--- config.mk ---
export PLATFORM = sky130hd
export DESIGN_NAME = turtle_pose_engine_core_flat
export DESIGN_NICKNAME = d
export VERILOG_FILES = /design/src/hw/rtl/tpe_pkg.sv /design/src/hw/rtl/tpe_if.sv /design/src/hw/rtl/tpe_cordic.sv /design/src/hw/rtl/turtle_pose_engine_core.sv /design/src/flat_wrapper.sv
export SDC_FILE = /design/constraint.sdc
export NUM_CORES = 2
export LEC_CHECK = 0
export BUFFER_PORTS_ARGS = -buffer_cell sky130_fd_sc_hd__clkbuf_2
export CAP_MARGIN = 25
export CORE_ASPECT_RATIO = 0.75
export CORE_MARGIN = 2
export CORE_UTILIZATION = 35
export DETAILED_ROUTE_END_ITERATION = 8
export HOLD_SLACK_MARGIN = 0.15
export PLACE_DENSITY_LB_ADDON = 0.2
export SYNTH_ARGS = -nofsm -noshare
export SYNTH_HDL_FRONTEND = slang
export SYNTH_SLANG_ARGS = --single-unit
export TNS_END_PERCENT = 30
--- constraint.sdc ---
create_clock -name i_clk -period 8.7 [get_ports i_clk]
set_clock_uncertainty 0.05 [all_clocks]
set_input_delay 1.74 -clock i_clk [delete_from_list [all_inputs] [get_ports i_clk]]
set_output_delay 1.74 -clock i_clk [all_outputs]
set_load 0.02 [all_outputs]
--- src/hw/rtl/tpe_pkg.sv ---
`timescale 1ns / 1ps

package tpe_pkg;

    localparam int MAX_SIDES_N  = 63;
    localparam int CORDIC_STEPS = 16;
    localparam int CNT_W        = $clog2(CORDIC_STEPS);

    localparam logic [5:0]       MAX_SIDES      = 6'(MAX_SIDES_N);
    localparam logic [CNT_W-1:0] LAST_STEP      = CNT_W'(CORDIC_STEPS - 1);

    // Angles in 1/256 degree.
    localparam logic [16:0] QUARTER_TURN       = 17'd23040;
    localparam logic [16:0] HALF_TURN          = 17'd46080;
    localparam logic [16:0] THREE_QUARTER_TURN = 17'd69120;
    localparam logic [16:0] FULL_TURN          = 17'd92160;

    // Inverse CORDIC gain (1/K), 16 fraction bits.
    localparam logic signed [16:0] CORDIC_GAIN = 17'sd39797;

    localparam logic signed [26:0] POS_MAX_W = 27'sd8388607;
    localparam logic signed [26:0] POS_MIN_W = -27'sd8388608;

    typedef logic [4:0] t_atan_idx;

    // atan(2^-i) in degrees, 16 fraction bits.
    localparam logic [21:0] ATAN_Q16 [24] = '{
        22'd2949120, 22'd1740967, 22'd919879, 22'd466945,
        22'd234379,  22'd117304,  22'd58666,  22'd29335,
        22'd14668,   22'd7334,    22'd3667,   22'd1833,
        22'd917,     22'd458,     22'd229,    22'd115,
        22'd57,      22'd29,      22'd14,     22'd7,
        22'd4,       22'd2,       22'd1,      22'd0
    };

    // Whole degrees turned per polygon side, floor(360 / sides).
    localparam logic [8:0] SIDE_TURN_DEG [64] = '{
        9'd0,   9'd360, 9'd180, 9'd120, 9'd90,  9'd72,  9'd60,  9'd51,
        9'd45,  9'd40,  9'd36,  9'd32,  9'd30,  9'd27,  9'd25,  9'd24,
        9'd22,  9'd21,  9'd20,  9'd18,  9'd18,  9'd17,  9'd16,  9'd15,
        9'd15,  9'd14,  9'd13,  9'd13,  9'd12,  9'd12,  9'd12,  9'd11,
        9'd11,  9'd10,  9'd10,  9'd10,  9'd10,  9'd9,   9'd9,   9'd9,
        9'd9,   9'd8,   9'd8,   9'd8,   9'd8,   9'd8,   9'd7,   9'd7,
        9'd7,   9'd7,   9'd7,   9'd7,   9'd6,   9'd6,   9'd6,   9'd6,
        9'd6,   9'd6,   9'd6,   9'd6,   9'd6,   9'd5,   9'd5,   9'd5
    };

    typedef enum logic [2:0] {
        ACT_GOTO = 3'd0,
        ACT_TURN = 3'd1,
        ACT_WALK = 3'd2,
        ACT_FILL = 3'd3,
        ACT_POLY = 3'd4
    } t_action;

    typedef enum logic [2:0] {
        KIND_POSE       = 3'd0,
        KIND_MOVETO     = 3'd1,
        KIND_LINETO     = 3'd2,
        KIND_CLOSE      = 3'd3,
        KIND_CLOSE_FILL = 3'd4
    } t_kind;

    typedef enum logic [1:0] {
        S_IDLE,
        S_WALK,
        S_EMIT
    } t_seq_state;

    typedef enum logic [1:0] {
        C_IDLE,
        C_ITER,
        C_ROUND
    } t_cordic_state;

    typedef struct packed {
        logic               start;
        logic signed [15:0] seg_len;
        logic [16:0]        heading;
    } t_cordic_req;

    typedef struct packed {
        logic               done;
        logic signed [25:0] dx;
        logic signed [25:0] dy;
    } t_cordic_rsp;

    // Add a signed turn to a heading and fold back into [0, 360).
    function automatic logic [16:0] wrap_heading(input logic [16:0] h,
                                                 input logic signed [17:0] d);
        logic signed [19:0] s;
        logic signed [19:0] full;
        begin
            full = $signed({3'b000, FULL_TURN});
            s    = $signed({3'b000, h}) + {{2{d[17]}}, d};
            if (s < 20'sd0) s = s + full;
            if (s < 20'sd0) s = s + full;
            if (s >= full) s = s - full;
            if (s >= full) s = s - full;
            return s[16:0];
        end
    endfunction

    // Clamp a coordinate sum to the 24-bit range.
    function automatic logic signed [23:0] sat_pos(input logic signed [26:0] v);
        begin
            if (v > POS_MAX_W) return POS_MAX_W[23:0];
            if (v < POS_MIN_W) return POS_MIN_W[23:0];
            return v[23:0];
        end
    endfunction

endpackage

--- src/hw/rtl/tpe_if.sv ---
`timescale 1ns / 1ps

interface tpe_cmd_if;
    logic               valid;
    logic               ready;
    logic [2:0]         action;
    logic signed [23:0] target_x;
    logic signed [23:0] target_y;
    logic signed [17:0] turn_angle;
    logic signed [15:0] distance;
    logic [5:0]         sides;

    modport source (output valid, action, target_x, target_y, turn_angle, distance,
                    sides, input ready);
    modport sink (input valid, action, target_x, target_y, turn_angle, distance,
                  sides, output ready);
endinterface

interface tpe_res_if;
    logic               valid;
    logic               ready;
    logic [2:0]         kind;
    logic signed [23:0] point_x;
    logic signed [23:0] point_y;
    logic [16:0]        heading_out;
    logic               last;

    modport source (output valid, kind, point_x, point_y, heading_out, last,
                    input ready);
    modport sink (input valid, kind, point_x, point_y, heading_out, last,
                  output ready);
endinterface

--- src/hw/rtl/tpe_cordic.sv ---
`timescale 1ns / 1ps

module tpe_cordic (
    input  logic                 i_clk,
    input  logic                 i_rst_n,
    input  tpe_pkg::t_cordic_req i_req,
    output tpe_pkg::t_cordic_rsp o_rsp
);

    tpe_pkg::t_cordic_state r_state, n_state;
    logic signed [33:0] r_x, n_x;
    logic signed [33:0] r_y, n_y;
    logic signed [25:0] r_z, n_z;
    logic               r_neg, n_neg;
    logic [tpe_pkg::CNT_W-1:0] r_i, n_i;
    logic               r_done, n_done;
    logic signed [25:0] r_dx, n_dx;
    logic signed [25:0] r_dy, n_dy;

    logic signed [32:0] w_prod;
    logic signed [17:0] w_hs;
    logic signed [17:0] w_a;
    logic               w_fold_neg;
    logic signed [33:0] w_xs, w_ys;
    logic signed [25:0] w_atan;
    logic signed [33:0] w_xr, w_yr;
    logic signed [25:0] w_xq, w_yq;

    assign w_prod = i_req.seg_len * tpe_pkg::CORDIC_GAIN;
    assign w_hs   = $signed({1'b0, i_req.heading});

    // Fold heading into [-90, 90]; the back half-plane negates the result.
    always_comb begin
        w_fold_neg = 1'b0;
        if (i_req.heading <= tpe_pkg::QUARTER_TURN) begin
            w_a = w_hs;
        end else if (i_req.heading < tpe_pkg::THREE_QUARTER_TURN) begin
            w_a        = w_hs - $signed({1'b0, tpe_pkg::HALF_TURN});
            w_fold_neg = 1'b1;
        end else begin
            w_a = w_hs - $signed({1'b0, tpe_pkg::FULL_TURN});
        end
    end

    assign w_xs   = r_x >>> r_i;
    assign w_ys   = r_y >>> r_i;
    assign w_atan = $signed({4'b0000, tpe_pkg::ATAN_Q16[tpe_pkg::t_atan_idx'(r_i)]});
    assign w_xr   = r_x + 34'sd128;
    assign w_yr   = r_y + 34'sd128;
    assign w_xq   = w_xr[33:8];
    assign w_yq   = w_yr[33:8];

    always_comb begin
        n_state = r_state;
        n_x     = r_x;
        n_y     = r_y;
        n_z     = r_z;
        n_neg   = r_neg;
        n_i     = r_i;
        n_done  = 1'b0;
        n_dx    = r_dx;
        n_dy    = r_dy;
        unique case (r_state)
            tpe_pkg::C_IDLE: begin
                if (i_req.start) begin
                    n_x     = {w_prod[32], w_prod};
                    n_y     = '0;
                    n_z     = {w_a, 8'h00};
                    n_neg   = w_fold_neg;
                    n_i     = '0;
                    n_state = tpe_pkg::C_ITER;
                end
            end
            tpe_pkg::C_ITER: begin
                if (!r_z[25]) begin
                    n_x = r_x - w_ys;
                    n_y = r_y + w_xs;
                    n_z = r_z - w_atan;
                end else begin
                    n_x = r_x + w_ys;
                    n_y = r_y - w_xs;
                    n_z = r_z + w_atan;
                end
                n_i = r_i + 1'b1;
                if (r_i == tpe_pkg::LAST_STEP) begin
                    n_state = tpe_pkg::C_ROUND;
                end
            end
            tpe_pkg::C_ROUND: begin
                n_dx    = r_neg ? -w_xq : w_xq;
                n_dy    = r_neg ? -w_yq : w_yq;
                n_done  = 1'b1;
                n_state = tpe_pkg::C_IDLE;
            end
            default: begin
                n_state = tpe_pkg::C_IDLE;
            end
        endcase
    end

    always_ff @(posedge i_clk) begin
        if (!i_rst_n) begin
            r_state <= tpe_pkg::C_IDLE;
            r_done  <= 1'b0;
        end else begin
            r_state <= n_state;
            r_done  <= n_done;
        end
    end

    always_ff @(posedge i_clk) begin
        r_x   <= n_x;
        r_y   <= n_y;
        r_z   <= n_z;
        r_neg <= n_neg;
        r_i   <= n_i;
        r_dx  <= n_dx;
        r_dy  <= n_dy;
    end

    assign o_rsp.done = r_done;
    assign o_rsp.dx   = r_dx;
    assign o_rsp.dy   = r_dy;

endmodule

--- src/hw/rtl/turtle_pose_engine_core.sv ---
// Goto, turn, toggle fill and unused codes pass from acceptance through the emit state to the
// output register; a walk goes through start, load, 16 CORDIC steps, round, pose update and
// result. Throughput: one request at a time; a polygon walks its N sides one after another.
// The CORDIC unit is the one shared datapath.
// Reset (synchronous, active low) zeroes position, heading and fill and drops pending results.
`timescale 1ns / 1ps

module turtle_pose_engine_core (
    input  logic            i_clk,
    input  logic            i_rst_n,
    tpe_cmd_if.sink         i_cmd,
    tpe_res_if.source       o_res
);

    // Sequencer state and the pose registers.
    tpe_pkg::t_seq_state r_state, n_state;
    logic signed [23:0]  r_pos_x, n_pos_x;
    logic signed [23:0]  r_pos_y, n_pos_y;
    logic [16:0]         r_heading, n_heading;
    logic                r_fill, n_fill;
    logic [5:0]          r_sides_left, n_sides_left;

    // Context of the request in flight.
    tpe_pkg::t_kind      r_kind, n_kind;
    logic                r_last, n_last;
    logic                r_poly, n_poly;
    logic signed [17:0]  r_step, n_step;
    logic signed [15:0]  r_dist, n_dist;
    logic                r_cstart, n_cstart;

    // Output register: a finished result waits here for the sink.
    logic                r_out_valid, n_out_valid;
    logic [2:0]          r_out_kind, n_out_kind;
    logic signed [23:0]  r_out_x, n_out_x;
    logic signed [23:0]  r_out_y, n_out_y;
    logic [16:0]         r_out_heading, n_out_heading;
    logic                r_out_last, n_out_last;

    tpe_pkg::t_cordic_req w_req;
    tpe_pkg::t_cordic_rsp w_rsp;
    logic                 w_out_free;
    logic [5:0]           w_cnt;
    tpe_pkg::t_kind       w_close_kind;
    logic signed [26:0]   w_sum_x, w_sum_y;

    // Walk unit: rotates the side length by the current heading.
    assign w_req.start   = r_cstart;
    assign w_req.seg_len = r_dist;
    assign w_req.heading = r_heading;

    tpe_cordic u_cordic (
        .i_clk   (i_clk),
        .i_rst_n (i_rst_n),
        .i_req   (w_req),
        .o_rsp   (w_rsp)
    );

    assign w_out_free   = !r_out_valid || o_res.ready;
    // Clamp the side count to the largest polygon supported.
    assign w_cnt        = (i_cmd.sides > tpe_pkg::MAX_SIDES) ? tpe_pkg::MAX_SIDES : i_cmd.sides;
    assign w_close_kind = r_fill ? tpe_pkg::KIND_CLOSE_FILL : tpe_pkg::KIND_CLOSE;
    assign w_sum_x      = {{3{r_pos_x[23]}}, r_pos_x} + {w_rsp.dx[25], w_rsp.dx};
    assign w_sum_y      = {{3{r_pos_y[23]}}, r_pos_y} + {w_rsp.dy[25], w_rsp.dy};

    // Take a new request only between requests.
    assign i_cmd.ready = (r_state == tpe_pkg::S_IDLE);

    always_comb begin
        n_state       = r_state;
        n_pos_x       = r_pos_x;
        n_pos_y       = r_pos_y;
        n_heading     = r_heading;
        n_fill        = r_fill;
        n_sides_left  = r_sides_left;
        n_kind        = r_kind;
        n_last        = r_last;
        n_poly        = r_poly;
        n_step        = r_step;
        n_dist        = r_dist;
        n_cstart      = 1'b0;
        n_out_valid   = r_out_valid && !o_res.ready;
        n_out_kind    = r_out_kind;
        n_out_x       = r_out_x;
        n_out_y       = r_out_y;
        n_out_heading = r_out_heading;
        n_out_last    = r_out_last;

        unique case (r_state)
            tpe_pkg::S_IDLE: begin
                if (i_cmd.valid) begin
                    n_dist  = i_cmd.distance;
                    n_last  = 1'b1;
                    n_poly  = 1'b0;
                    n_kind  = tpe_pkg::KIND_POSE;
                    n_state = tpe_pkg::S_EMIT;
                    unique case (i_cmd.action)
                        tpe_pkg::ACT_GOTO: begin
                            n_pos_x = i_cmd.target_x;
                            n_pos_y = i_cmd.target_y;
                            n_kind  = tpe_pkg::KIND_MOVETO;
                        end
                        tpe_pkg::ACT_TURN: begin
                            n_heading = tpe_pkg::wrap_heading(r_heading, i_cmd.turn_angle);
                        end
                        tpe_pkg::ACT_WALK: begin
                            n_kind   = tpe_pkg::KIND_LINETO;
                            n_cstart = 1'b1;
                            n_state  = tpe_pkg::S_WALK;
                        end
                        tpe_pkg::ACT_FILL: begin
                            n_fill = !r_fill;
                        end
                        tpe_pkg::ACT_POLY: begin
                            n_step       = {1'b0, tpe_pkg::SIDE_TURN_DEG[w_cnt], 8'h00};
                            n_sides_left = w_cnt;
                            n_poly       = 1'b1;
                            if (w_cnt == 6'd0) begin
                                // No sides: close the path at once.
                                n_kind = w_close_kind;
                            end else begin
                                n_kind   = tpe_pkg::KIND_LINETO;
                                n_last   = 1'b0;
                                n_cstart = 1'b1;
                                n_state  = tpe_pkg::S_WALK;
                            end
                        end
                        default: begin
                            // Unused codes: report the pose unchanged.
                            n_kind = tpe_pkg::KIND_POSE;
                        end
                    endcase
                end
            end
            tpe_pkg::S_WALK: begin
                if (w_rsp.done) begin
                    n_pos_x = tpe_pkg::sat_pos(w_sum_x);
                    n_pos_y = tpe_pkg::sat_pos(w_sum_y);
                    if (r_poly) begin
                        // Turn after each side and count it off.
                        n_heading    = tpe_pkg::wrap_heading(r_heading, r_step);
                        n_sides_left = r_sides_left - 6'd1;
                    end
                    n_state = tpe_pkg::S_EMIT;
                end
            end
            tpe_pkg::S_EMIT: begin
                if (w_out_free) begin
                    n_out_valid   = 1'b1;
                    n_out_kind    = r_kind;
                    n_out_x       = r_pos_x;
                    n_out_y       = r_pos_y;
                    n_out_heading = r_heading;
                    n_out_last    = r_last;
                    if (r_last) begin
                        n_state = tpe_pkg::S_IDLE;
                    end else if (r_sides_left != 6'd0) begin
                        // Next polygon side.
                        n_cstart = 1'b1;
                        n_state  = tpe_pkg::S_WALK;
                    end else begin
                        // Sides done: queue the closepath and hold here.
                        n_kind = w_close_kind;
                        n_last = 1'b1;
                    end
                end
            end
            default: begin
                n_state = tpe_pkg::S_IDLE;
            end
        endcase
    end

    always_ff @(posedge i_clk) begin
        if (!i_rst_n) begin
            r_state      <= tpe_pkg::S_IDLE;
            r_pos_x      <= '0;
            r_pos_y      <= '0;
            r_heading    <= '0;
            r_fill       <= 1'b0;
            r_sides_left <= '0;
            r_cstart     <= 1'b0;
            r_out_valid  <= 1'b0;
        end else begin
            r_state      <= n_state;
            r_pos_x      <= n_pos_x;
            r_pos_y      <= n_pos_y;
            r_heading    <= n_heading;
            r_fill       <= n_fill;
            r_sides_left <= n_sides_left;
            r_cstart     <= n_cstart;
            r_out_valid  <= n_out_valid;
        end
    end

    // Payload and request context: no reset needed.
    always_ff @(posedge i_clk) begin
        r_kind        <= n_kind;
        r_last        <= n_last;
        r_poly        <= n_poly;
        r_step        <= n_step;
        r_dist        <= n_dist;
        r_out_kind    <= n_out_kind;
        r_out_x       <= n_out_x;
        r_out_y       <= n_out_y;
        r_out_heading <= n_out_heading;
        r_out_last    <= n_out_last;
    end

    assign o_res.valid       = r_out_valid;
    assign o_res.kind        = r_out_kind;
    assign o_res.point_x     = r_out_x;
    assign o_res.point_y     = r_out_y;
    assign o_res.heading_out = r_out_heading;
    assign o_res.last        = r_out_last;

endmodule

--- src/flat_wrapper.sv ---
// flat-port wrapper written by rule: the top's interface ports become plain ports
module turtle_pose_engine_core_flat 
  (i_clk, i_rst_n, i_cmd_valid, i_cmd_action, i_cmd_target_x, i_cmd_target_y, i_cmd_turn_angle, i_cmd_distance, i_cmd_sides, i_cmd_ready, o_res_valid, o_res_kind, o_res_point_x, o_res_point_y, o_res_heading_out, o_res_last, o_res_ready);
  tpe_cmd_if i_cmd_i ();
  tpe_res_if o_res_i ();
  input  logic i_clk;
  input  logic i_rst_n;
  input wire logic [$bits(i_cmd_i.valid)-1:0] i_cmd_valid;
  input wire logic [$bits(i_cmd_i.action)-1:0] i_cmd_action;
  input wire logic [$bits(i_cmd_i.target_x)-1:0] i_cmd_target_x;
  input wire logic [$bits(i_cmd_i.target_y)-1:0] i_cmd_target_y;
  input wire logic [$bits(i_cmd_i.turn_angle)-1:0] i_cmd_turn_angle;
  input wire logic [$bits(i_cmd_i.distance)-1:0] i_cmd_distance;
  input wire logic [$bits(i_cmd_i.sides)-1:0] i_cmd_sides;
  output wire logic [$bits(i_cmd_i.ready)-1:0] i_cmd_ready;
  output wire logic [$bits(o_res_i.valid)-1:0] o_res_valid;
  output wire logic [$bits(o_res_i.kind)-1:0] o_res_kind;
  output wire logic [$bits(o_res_i.point_x)-1:0] o_res_point_x;
  output wire logic [$bits(o_res_i.point_y)-1:0] o_res_point_y;
  output wire logic [$bits(o_res_i.heading_out)-1:0] o_res_heading_out;
  output wire logic [$bits(o_res_i.last)-1:0] o_res_last;
  input wire logic [$bits(o_res_i.ready)-1:0] o_res_ready;
  assign i_cmd_i.valid = i_cmd_valid;
  assign i_cmd_i.action = i_cmd_action;
  assign i_cmd_i.target_x = i_cmd_target_x;
  assign i_cmd_i.target_y = i_cmd_target_y;
  assign i_cmd_i.turn_angle = i_cmd_turn_angle;
  assign i_cmd_i.distance = i_cmd_distance;
  assign i_cmd_i.sides = i_cmd_sides;
  assign i_cmd_ready = i_cmd_i.ready;
  assign o_res_valid = o_res_i.valid;
  assign o_res_kind = o_res_i.kind;
  assign o_res_point_x = o_res_i.point_x;
  assign o_res_point_y = o_res_i.point_y;
  assign o_res_heading_out = o_res_i.heading_out;
  assign o_res_last = o_res_i.last;
  assign o_res_i.ready = o_res_ready;
  turtle_pose_engine_core u_core (.i_clk(i_clk), .i_rst_n(i_rst_n), .i_cmd(i_cmd_i), .o_res(o_res_i));
endmodule
==> impl_metrics.env <==
export IMPL_status="finished clean"
export IMPL_ir_worst_vdd_mv=0.383
export IMPL_grt_use_met2_pct=26.1
export IMPL_cts_buffers=41
export IMPL_synth_cell_types=107
export IMPL_nets=4446
export IMPL_die_h_um=273
export IMPL_antenna_cells=0
export IMPL_cp_end_kind="flop"
export IMPL_max_freq_mhz=130
export IMPL_syn_inst=3830
export IMPL_ctsResizeCount=0
export IMPL_core_area_mm2=0.0956
export IMPL_totalWireLength_um=93500
export IMPL_grt_setup_unrepaired="no"
export IMPL_wl_per_cell_um=18.0
export IMPL_dpl_cell_area_mm2=0.0359
export IMPL_h_tree_depth=2
export IMPL_cts_setup_buffers=0
export IMPL_area_delta_synth_final_pct=10.1
export IMPL_via_per_inst=5.36
export IMPL_drv_cap=0
export IMPL_grt_busiest_layer="met1"
export IMPL_cts_hold_buf=0
export IMPL_synth_area_leader_cell="edfxtp_1"
export IMPL_syn_cell_area_mm2=0.0339
export IMPL_grt_usage_pct=18.7
export IMPL_dieArea_mm2=0.0993
export IMPL_clk_pin_slew_ns=0.06
export IMPL_place_congestion=0.897
export IMPL_fin_crit_sh_pct=88.5
export IMPL_crit_required_ns=9.15
export IMPL_hold_viol_final=0
export IMPL_fillers=9738
export IMPL_fp_dieW_um=363
export IMPL_grt_pass1_vias=26500
export IMPL_yosysTopAreaCellShare_pct=22.2
export IMPL_antenna_found_initial=0
export IMPL_cts_sinks=329
export IMPL_drtPass1Iterations=5
export IMPL_synth_flop_cell="edfxtp_1"
export IMPL_gr_usage_met3_pct=3.94
export IMPL_vias=27900
export IMPL_fin_setup_tns_ns=0
export IMPL_cts_tree="yes"
export IMPL_mostFrequentLayoutCells="nand2_1, ha_1, nor2_1"
export IMPL_final_seq_area_mm2=0.00909
export IMPL_ios=166
export IMPL_port_buffers=165
export IMPL_cts_root_buf="clkbuf_16"
export IMPL_overflow=0
export IMPL_synth_edff_count=250
export IMPL_clock_path_buffers=3
export IMPL_max_slew_margin_pct=29.8
export IMPL_async_reset_ff_share_pct=0
export IMPL_reg2reg_slack_ns=1.38
export IMPL_drc=0
export IMPL_start_util_pct=35.4
export IMPL_slew_violations=0
export IMPL_finalInstanceArea_mm2=0.0373
export IMPL_critPathLaunchType="primary input"
export IMPL_yosys_warnings=0
export IMPL_ff2ff_path_depth=23
export IMPL_powerDensity_mw_per_mm2=270
export IMPL_hpwlAfterDp_um=72800
export IMPL_rr_endpoint="u_core.u_cordic.r_x[29]"
export IMPL_cp_arrival_ns=8.15
export IMPL_worstSetupEndpoint="u_core.r_heading[14]"
export IMPL_multiInputGateArea_mm2=0.0231
export IMPL_grt_pass1_wl_um=149000
export IMPL_ys_seq_area_share_pct=26.8
export IMPL_setup_viol=0
export IMPL_drt_iter0_drc=1876
export IMPL_postSynthAreaPerCell_um2=8.84
export IMPL_use_met1_pct=29.3
export IMPL_clk_latency_ns=0.61
export IMPL_syn_nets=4364
export IMPL_p_leak_nw=15.4
export IMPL_worstMarginPinSlew_ns=1.05
export IMPL_grt_start_max_net_pins=95
export IMPL_antenna_left=0
export IMPL_rows=98
export IMPL_ys_seq_elements=329
export IMPL_synthTopCellsByArea="edfxtp_1, ha_1, fa_1"
export IMPL_path_class="in -> reg"
export IMPL_crit_fanout=9
export IMPL_hold_path_class="reg -> reg"
export IMPL_layout_commonest_cell="nand2_1"
export IMPL_timing_rr_start="u_core.r_dist[5]"
export IMPL_fin_crit_ns=7.70
export IMPL_drive_above_1_share_pct=10.4
export IMPL_startpoint="i_cmd_turn_angle[0]"
-- worst max-delay path, cell delays in order --
cell      delay (ns)
clkbuf_2        0.08
ha_1            0.19
inv_1           0.07
fa_1            0.40
nand2b_1        0.18
a21oi_1         0.23
o211ai_2        0.20
nand3_1         0.13
a21oi_1         0.08
xnor2_1         0.22
ha_1            0.37
a211oi_2        0.12
o21a_1          0.23
o21ai_1         0.25
mux2i_1         0.40
ha_1            0.22
nand4b_1        0.09
or3_1           0.38
or4_1           0.48
or4_1           0.47
a21oi_4         0.17
o211ai_2        0.13
a21o_1          0.20
o31a_1          0.33
o21ai_0         0.27
a21oi_1         0.11
o311a_1         0.35
nor3_2          0.09
-- synthesized netlist by cell type (40+ instances only) --
| cell type | instances |
|---|---|
| nand2_1 | 397 |
| fa_1 | 103 |
| a31oi_1 | 43 |
| and3_1 | 44 |
| mux4_2 | 60 |
| ha_1 | 336 |
| nand2b_1 | 40 |
| nand3_1 | 122 |
| mux2i_1 | 52 |
| and2_1 | 44 |
| nor2_1 | 306 |
| nor3_1 | 77 |
| nor2b_1 | 50 |
| clkbuf_1 | 119 |
| inv_1 | 258 |
| a21o_1 | 52 |
| xor2_1 | 125 |
| edfxtp_1 | 250 |
| xnor2_1 | 228 |
| dfxtp_1 | 79 |
| a21oi_1 | 286 |
| o21ai_0 | 225 |
-- registers in the layout, summed over array words and instances, names as in the netlist, 3 cells and up --
register,flops
u_core.u_cordic.r_x,34
u_core.u_cordic.r_y,34
u_core.u_cordic.r_dx,26
u_core.u_cordic.r_dy,26
u_core.u_cordic.r_z,26
u_core.o_res.point_x,24
u_core.o_res.point_y,24
u_core.r_pos_x,24
u_core.r_pos_y,24
u_core.o_res.heading_out,17
u_core.r_heading,17
u_core.r_dist,16
u_core.r_step,9
u_core.r_sides_left,6
u_core.u_cordic.r_i,4
u_core.o_res.kind,3
u_core.r_kind,3
-- cells by family after synthesis --
group           synth area share [%]
xor+xnor                        9.26
mux                             5.91
compound gates                  17.3
flops                           26.8
fa+ha+maj                       18.5
buf+inv                         4.95
simple gates                    17.2
-- layout make-up --
class                      count  share of cell area [%]
timing repair buffer         204                    3.05
multi-input combinational   3076                    62.1
sequential                   329                    24.4
clock buffer                  46                    2.94
inverter                     260                    2.62
tap                         1250                    4.20
clock inverter                29                   0.728
-- where the power goes --
part | leakage (nW) | switching (W) | internal [W]
registers | 2.96 | 0.000272 | 0.00203
logic | 11.7 | 0.00334 | 0.00267
clock network | 0.664 | 0.000790 | 0.000966
total | 15.4 | 0.00440 | 0.00567
-- layer usage --
layer / part of all wire (%) / vias up
met4: 1.5 / 0
met1: 53 / 13200
met2: 39 / 640
met3: 6.7 / 79
li1: - / 13900
met5: 0 / -
-- metrics by stage --
step           utilization [%]  hold slack (ns)  cells  setup slack [ns]  total power [W]
2_1_floorplan                -            0.350   3830             0.955          0.00702
3_3_place_gp              37.5            0.356   5118             0.645          0.00833
3_5_place_dp              37.5            0.356   5118             0.538          0.00834
4_1_cts                   38.9            0.372   5193              1.12           0.0102
5_1_grt                   39.0            0.390   5194             0.425           0.0111
6_report                  39.0            0.371   5194              1.00           0.0101
-- worst min path at each step --
stage | startpoint | to | slack, ns | cells after the start
5_1_grt | u_core.r_kind[1] | u_core.o_res.kind[1] | 0.39 | 0
2_1_floorplan | u_core.r_kind[0] | u_core.o_res.kind[0] | 0.35 | 0
3_3_place_gp | u_core.r_kind[2] | u_core.o_res.kind[2] | 0.36 | 0
4_1_cts | u_core.r_kind[2] | u_core.o_res.kind[2] | 0.37 | 0
3_5_place_dp | u_core.r_kind[2] | u_core.o_res.kind[2] | 0.36 | 0
6_report | u_core.r_kind[2] | u_core.o_res.kind[2] | 0.37 | 0
(Power assumes the default switching activity.)
